===== config.mk =====
export PLATFORM = sky130hd
export DESIGN_NAME = integer_to_custom_base_digits
export DESIGN_NICKNAME = d
export VERILOG_FILES = /design/src/sv/icbd_pkg.sv /design/src/sv/icbd_ram.sv /design/src/sv/integer_to_custom_base_digits.sv
export SDC_FILE = /design/constraint.sdc
export NUM_CORES = 2
export LEC_CHECK = 0
export BUFFER_PORTS_ARGS = -buffer_cell sky130_fd_sc_hd__buf_2
export CAP_MARGIN = 10
export CELL_PAD_IN_SITES_DETAIL_PLACEMENT = 0
export CELL_PAD_IN_SITES_GLOBAL_PLACEMENT = 1
export CORE_UTILIZATION = 55
export CTS_CLUSTER_SIZE = 10
export DETAILED_ROUTE_END_ITERATION = 10
export GPL_ROUTABILITY_DRIVEN = 0
export PLACE_DENSITY = 0.89
export SLEW_MARGIN = 20
export SYNTH_ARGS = -nofsm -noshare
export SYNTH_HDL_FRONTEND = slang
export SYNTH_HIERARCHICAL = 1
export SYNTH_SLANG_ARGS = --single-unit

===== constraint.sdc =====
create_clock -name clk -period 4.7 [get_ports clk]
set_input_delay 0.94 -clock clk [delete_from_list [all_inputs] [get_ports clk]]
set_output_delay 0.94 -clock clk [all_outputs]
set_load 0.01 [all_outputs]

===== src/sv/icbd_pkg.sv =====
`default_nettype none

package icbd_pkg;

	localparam int MAX_SYMBOLS_DEF = 128;
	localparam int NUMBER_BITS_DEF = 32;

	localparam logic [1:0] KIND_CLEAR   = 2'd0;
	localparam logic [1:0] KIND_APPEND  = 2'd1;
	localparam logic [1:0] KIND_CONVERT = 2'd2;

	localparam logic [7:0] LOW_PRINTABLE  = 8'd32;
	localparam logic [7:0] HIGH_PRINTABLE = 8'd126;
	localparam logic [7:0] MINUS_CHAR     = 8'd45;
	localparam logic [7:0] PLUS_CHAR      = 8'd43;
	localparam int         MIN_RADIX      = 2;

	typedef struct packed {
		logic [1:0]         kind;
		logic [7:0]         symbol;
		logic signed [31:0] number;
	} in_word_t;

	typedef struct packed {
		logic [7:0] character;
		logic       last;
	} out_word_t;

	typedef enum logic [2:0] {
		ST_IDLE,
		ST_DIV,
		ST_SIGN,
		ST_STK,
		ST_ALPH,
		ST_EMIT
	} state_t;

endpackage

`default_nettype wire


===== src/sv/icbd_ram.sv =====
`default_nettype none

module icbd_ram #(
	parameter int WIDTH = 8,
	parameter int DEPTH = 128
) (
	input  wire logic                     clk,
	input  wire logic                     we,
	input  wire logic [$clog2(DEPTH)-1:0] waddr,
	input  wire logic [WIDTH-1:0]         wdata,
	input  wire logic [$clog2(DEPTH)-1:0] raddr,
	output logic      [WIDTH-1:0]         rdata
);

	logic [WIDTH-1:0] mem_q [DEPTH];

	always_ff @(posedge clk) begin
		if (we) begin
			mem_q[waddr] <= wdata;
		end
		rdata <= mem_q[raddr];
	end

endmodule

`default_nettype wire


===== src/sv/integer_to_custom_base_digits.sv =====
`default_nettype none

// Converts a signed number to text in a digit alphabet that software loads one
// symbol at a time; the radix is the number of symbols loaded. Clear and append
// words are taken and leave busy low. A convert word raises busy until its last
// character has gone: each digit of a nonzero number is found on the single
// restoring divider (one quotient bit a cycle) and pushed on the digit stack,
// then each character is read from the digit stack and then the alphabet RAM
// and shown, after a leading '-' for a negative number. Characters appear on
// result for one cycle each, marked by strobe, most significant first, with
// last set on the final one; the receiver cannot stall them and must take every
// strobe. A convert with a bad alphabet or fewer than two symbols gives no
// characters and finishes at once.
module integer_to_custom_base_digits
	import icbd_pkg::*;
#(
	parameter int MAX_SYMBOLS = MAX_SYMBOLS_DEF,
	parameter int NUMBER_BITS = NUMBER_BITS_DEF
) (
	input  wire logic      clk,
	input  wire logic      arst_n,
	input  wire logic      start,
	input  wire in_word_t  request,
	output logic           busy,
	output logic           strobe,
	output out_word_t      result
);

	localparam int DW  = $clog2(MAX_SYMBOLS);
	localparam int CW  = $clog2(MAX_SYMBOLS + 1);
	localparam int SAW = $clog2(NUMBER_BITS);
	localparam int DPW = $clog2(NUMBER_BITS + 1);
	localparam int MW  = NUMBER_BITS + 1;

	state_t state_q, state_d;

	logic [255:0]   seen_q;
	logic [CW-1:0]  count_q;
	logic           bad_q;
	logic [MW-1:0]  mag_q;
	logic [DW-1:0]  rem_q;
	logic [DPW-1:0] step_q;
	logic [DPW-1:0] depth_q;
	logic           neg_q;

	logic                          take;
	logic                          usable;
	logic signed [NUMBER_BITS-1:0] num_v;
	logic signed [MW-1:0]          num_ext;
	logic [MW-1:0]                 mag_in;
	logic                          neg_in;
	logic                          append_bad;

	logic [DW:0]   trial;
	logic          ge;
	logic [DW:0]   diff;
	logic [DW-1:0] rem_nx;
	logic [MW-1:0] mag_nx;
	logic          last_step;

	logic           stk_we;
	logic [SAW-1:0] stk_waddr;
	logic [DW-1:0]  stk_wdata;
	logic [DPW-1:0] depth_m1;
	logic [DW-1:0]  stk_rdata;
	logic [7:0]     alph_rdata;
	logic           alph_we;

	assign take   = start && (state_q == ST_IDLE);
	assign usable = !bad_q && (count_q >= CW'(MIN_RADIX));
	assign num_v   = NUMBER_BITS'(request.number);
	assign num_ext = MW'(num_v);
	assign neg_in  = num_v[NUMBER_BITS-1];
	assign mag_in  = neg_in ? MW'(-num_ext) : MW'(num_ext);

	assign append_bad = (request.symbol < LOW_PRINTABLE) || (request.symbol > HIGH_PRINTABLE)
		|| (request.symbol == MINUS_CHAR) || (request.symbol == PLUS_CHAR)
		|| seen_q[request.symbol] || (count_q == CW'(MAX_SYMBOLS));
	assign alph_we = take && (request.kind == KIND_APPEND) && (count_q < CW'(MAX_SYMBOLS));

	// shared restoring divide step
	assign trial     = {rem_q, mag_q[MW-1]};
	assign ge        = trial >= (DW + 1)'(count_q);
	assign diff      = trial - (DW + 1)'(count_q);
	assign rem_nx    = ge ? diff[DW-1:0] : trial[DW-1:0];
	assign mag_nx    = {mag_q[MW-2:0], ge};
	assign last_step = (step_q == DPW'(NUMBER_BITS));

	assign depth_m1 = depth_q - DPW'(1);

	always_ff @(posedge clk or negedge arst_n) begin
		if (!arst_n) begin
			state_q <= ST_IDLE;
		end else begin
			state_q <= state_d;
		end
	end

	always_comb begin
		state_d          = state_q;
		busy             = 1'b1;
		strobe           = 1'b0;
		result.character = alph_rdata;
		result.last      = 1'b0;
		stk_we           = 1'b0;
		stk_waddr        = depth_q[SAW-1:0];
		stk_wdata        = rem_nx;
		unique case (state_q)
			ST_IDLE: begin
				busy      = 1'b0;
				stk_waddr = '0;
				stk_wdata = '0;
				if (take && (request.kind == KIND_CONVERT) && usable) begin
					if (mag_in == '0) begin
						stk_we  = 1'b1;
						state_d = ST_STK;
					end else begin
						state_d = ST_DIV;
					end
				end
			end
			ST_DIV: begin
				if (last_step) begin
					stk_we = 1'b1;
					if (mag_nx == '0) begin
						state_d = neg_q ? ST_SIGN : ST_STK;
					end
				end
			end
			ST_SIGN: begin
				strobe           = 1'b1;
				result.character = MINUS_CHAR;
				state_d          = ST_STK;
			end
			ST_STK: begin
				state_d = ST_ALPH;
			end
			ST_ALPH: begin
				state_d = ST_EMIT;
			end
			ST_EMIT: begin
				strobe      = 1'b1;
				result.last = (depth_q == '0);
				state_d     = (depth_q == '0) ? ST_IDLE : ST_STK;
			end
			default: begin
				state_d = ST_IDLE;
			end
		endcase
	end

	always_ff @(posedge clk or negedge arst_n) begin
		if (!arst_n) begin
			seen_q  <= '0;
			count_q <= '0;
			bad_q   <= 1'b0;
			step_q  <= '0;
			depth_q <= '0;
		end else begin
			if (take) begin
				unique case (request.kind)
					KIND_CLEAR: begin
						seen_q  <= '0;
						count_q <= '0;
						bad_q   <= 1'b0;
					end
					KIND_APPEND: begin
						seen_q[request.symbol] <= 1'b1;
						if (append_bad) begin
							bad_q <= 1'b1;
						end
						if (alph_we) begin
							count_q <= count_q + CW'(1);
						end
					end
					KIND_CONVERT: begin
						step_q  <= '0;
						depth_q <= (mag_in == '0) ? DPW'(1) : '0;
					end
					default: begin
					end
				endcase
			end
			if (state_q == ST_DIV) begin
				if (last_step) begin
					step_q  <= '0;
					depth_q <= depth_q + DPW'(1);
				end else begin
					step_q <= step_q + DPW'(1);
				end
			end
			if (state_q == ST_STK) begin
				depth_q <= depth_m1;
			end
		end
	end

	always_ff @(posedge clk) begin
		if (take && (request.kind == KIND_CONVERT)) begin
			mag_q <= mag_in;
			rem_q <= '0;
			neg_q <= neg_in;
		end else if (state_q == ST_DIV) begin
			mag_q <= mag_nx;
			rem_q <= last_step ? '0 : rem_nx;
		end
	end

	icbd_ram #(
		.WIDTH(8),
		.DEPTH(MAX_SYMBOLS)
	) u_alphabet (
		.clk  (clk),
		.we   (alph_we),
		.waddr(count_q[DW-1:0]),
		.wdata(request.symbol),
		.raddr(stk_rdata),
		.rdata(alph_rdata)
	);

	icbd_ram #(
		.WIDTH(DW),
		.DEPTH(NUMBER_BITS)
	) u_digits (
		.clk  (clk),
		.we   (stk_we),
		.waddr(stk_waddr),
		.wdata(stk_wdata),
		.raddr(depth_m1[SAW-1:0]),
		.rdata(stk_rdata)
	);

	a_strobe_busy: assert property (@(posedge clk) disable iff (!arst_n)
		strobe |-> busy)
		else $error("strobe while idle");

	a_last_ends: assert property (@(posedge clk) disable iff (!arst_n)
		(strobe && result.last) |=> !busy)
		else $error("block still busy after last character");

	a_div_radix: assert property (@(posedge clk) disable iff (!arst_n)
		(state_q == ST_DIV) |-> (count_q >= CW'(MIN_RADIX)) && !bad_q)
		else $error("divide with unusable radix");

	a_depth_range: assert property (@(posedge clk) disable iff (!arst_n)
		depth_q <= DPW'(NUMBER_BITS))
		else $error("digit stack overflow");

	a_count_range: assert property (@(posedge clk) disable iff (!arst_n)
		count_q <= CW'(MAX_SYMBOLS))
		else $error("symbol count past store depth");

endmodule

`default_nettype wire


==> impl_metrics.py <==
metrics = {
    "critical_path": {
        "critPathKind": "input pin to flop",
        "cp.required_ps": 5150,
        "worstSetupStartpointType": "input pin",
        "crit_arrival_ps": 4340,
        "end_kind": "flop",
        "crit_fanout": 9,
    },
    "timing": {
        "setup_viol": 0,
        "finClkSkew_ps": 59.3,
        "slew_headroom_pct": 17.4,
        "rsz0062_at_grt": "no",
        "hold_viol": 0,
        "slew_violations": 0,
        "max_freq_ghz": 0.257,
        "period_minus_slack_ps": 3900,
        "tightest_slew_ps": 1230,
        "post-route-period-util_pct": 82.9,
        "tns_ps": 0,
    },
    "status": {
        "status": "finished, violations left",
        "violations": "DRC",
    },
    "layout": {
        "regArea_sq_um": 42400,
        "fin_util_pct": 62.2,
        "multi_input_area_sq_um": 15200,
        "final_common_cell": "edfxtp_1",
        "fin_area_sq_um": 65500,
        "layout.nets": 3272,
        "final_cell_mix": "edfxtp_1, mux4_2, nor2_1, clkbuf_16, dfrtp_1",
        "syn2layout_area_growth_pct": 12.0,
        "fillers": 6792,
        "final_layout_size_suffix_gt1_share_pct": 26.3,
        "layout.cells.non_filler": 4697,
    },
    "clock_tree": {
        "clk_latency_ps": 790,
        "cts_buffers": 163,
        "cts_tree": "yes",
        "cts.sinks": 1440,
        "postCtsSetupRepairBufs": 0,
        "clkTransAtPathRegs_ps": 60,
        "postCtsHoldBufs": 0,
        "h-tree-depth": 4,
        "ctsRootBufferMaster": "clkbuf_16",
        "cts_resized": 0,
        "cts.path.max_buffers": 3,
    },
    "yosys": {
        "syn_area_per_cell_sq_um": 19.1,
        "synth.distinct_cells": 72,
        "synth_edf_count": 1282,
        "yosysSeqAreaShare_pct": 72.4,
        "yosys_warnings": 6,
        "netlist_area_sq_um": 58500,
        "syn_nets": 3122,
        "synthCells": 3060,
        "synth-seq-cells": 1440,
        "synthFlopType": "edfxtp_1",
        "postSynth.asyncResetShare_pct": 9.44,
    },
    "floorplan": {
        "fp-row-count": 119,
        "io_pins": 56,
        "die_area_sq_um": 108000,
        "die_w_um": 328,
        "core_area_sq_um": 105000,
        "die_h_um": 328,
        "start_util_pct": 55.5,
    },
    "placement": {
        "dp.cells": 4436,
        "io_buffers": 55,
        "place_hpwl_um": 84900,
        "placed_area_sq_um": 60800,
    },
    "hold_path": {
        "hold_path_class": "input pin to async pin",
    },
    "global_routing": {
        "grt_pass1_wl_um": 217000,
        "grt-ovfl-total": 0,
        "grt_max_degree": 104,
        "antenna_found_initial": 7,
        "first_global_vias": 32100,
        "gr-usage-all-layers_pct": 27.7,
    },
    "power": {
        "combPwrFrac_pct": 1.5,
        "power_density_nw_per_um2": 394,
        "p_clk_share_pct": 44.7,
        "switching_share_pct": 20.8,
        "p_leak_nw": 21.6,
        "worst_ir_drop_vdd_uv": 316,
        "seqPwrFrac_pct": 53.8,
        "p_sw_mw": 5.37,
        "power.total_mw": 25.8,
        "p_int_mw": 20.5,
    },
    "detailed_routing": {
        "postRouteAntennaNets": 0,
        "first_pass_iters": 8,
        "first_iter_violations": 4474,
        "num_vias": 31700,
        "post_drt_wl_per_cell_um": 31.1,
        "avgViaCountPerCell": 6.75,
        "drc": 10,
        "wirelength_um": 146000,
    },
    "flow_run": {
        "cap_viol_max_count": 0,
    },
}
power groups by stage:
stage / sequential, mW / clock, mW / combinational, mW
after global routing: 13.9 / 12.1 / 0.403
after CTS: 13.9 / 11.7 / 0.375
after global placement: 14.2 / 0 / 0.350
after detailed placement: 14.2 / 0 / 0.371
final: 13.9 / 11.5 / 0.382
after floorplan: 14.2 / 0 / 0.116
final timing paths:
path	to	cells after the start	slack [ps]	startpoint
min reg2reg	seen_q[14]	2	490	seen_q[14]
max in group asynchronous	seen_q[65]	2	3530	arst_n
min in group clk	seen_q[14]	2	490	seen_q[14]
min	state_q[2]	1	130	arst_n
max	u_digits/mem_q[12][0]	11	800	request[7]
max reg2reg	u_alphabet/mem_q[40][7]	11	820	state_q[2]
cell families after synthesis:
kind of cell	share of synthesized area (%)
AO/OA/AOI/OAI	2.52
XOR/XNOR	0.614
adder cells (fa/ha/maj)	0.376
buffers and inverters	1.69
flip-flops	72.4
multiplexers	17.5
AND/OR/NAND/NOR	4.87
final cells by class:
| cell class | count | area share, % |
|---|---|---|
| flip-flops and latches | 1440 | 64.6 |
| multi-input cells | 1400 | 23.3 |
| clock buffers | 239 | 6.69 |
| well taps | 1391 | 2.66 |
| repair buffers | 175 | 2.05 |
| clock inverters | 18 | 0.515 |
| inverters | 30 | 0.174 |
| diodes | 4 | 0.0153 |
sequential cells by signal (all words and copies together) (netlist names), 6 cells and up:
| signal | count |
|---|---|
| seen_q | 112 |
| u_digits/rdata | 7 |
| count_q | 8 |
| u_alphabet/rdata | 8 |
| rem_q | 7 |
| mag_q | 33 |
| step_q | 6 |
| u_digits/mem_q | 224 |
| u_alphabet/mem_q | 1024 |
| depth_q | 6 |
synthesized netlist by cell type (all sizes together), types with 29 or more instances:
master / instances / area, sq um
clkbuf: 121 / 454
dfrtp: 136 / 3400
buf: 69 / 420
nor2: 330 / 1240
nor3: 43 / 215
inv: 29 / 109
edfxtp: 1282 / 38500
nand3: 29 / 145
mux4: 441 / 9930
a21oi: 132 / 661
o21ai: 53 / 265
nand2: 93 / 349
metrics by stage:
stage               setup WS [ps]  hold slack, ps
floorplan                     207             429
CTS                           718             135
finish                        804             126
detailed placement            113             481
global route                  603             151
global placement              132             446
critical path, cell delays in order:
cell and delay [ps]:
buf_2 150, nor4_1 670, nand4_1 260, o31ai_1 430
o221ai_1 280, nor4b_2 350, nand4_1 170, nand2_1 150
or3b_2 600, nor2_1 160, buf_4 180
metal layers:
layer	up-vias	GRT usage, %	wire, um
met5	-	0	8
met4	2	9.82	5170
met3	318	5.76	15100
met2	2266	45.6	73200
met1	16500	37.0	52400
li1	12700	-	-
Note: power is estimated with default switching activity, not from simulation.
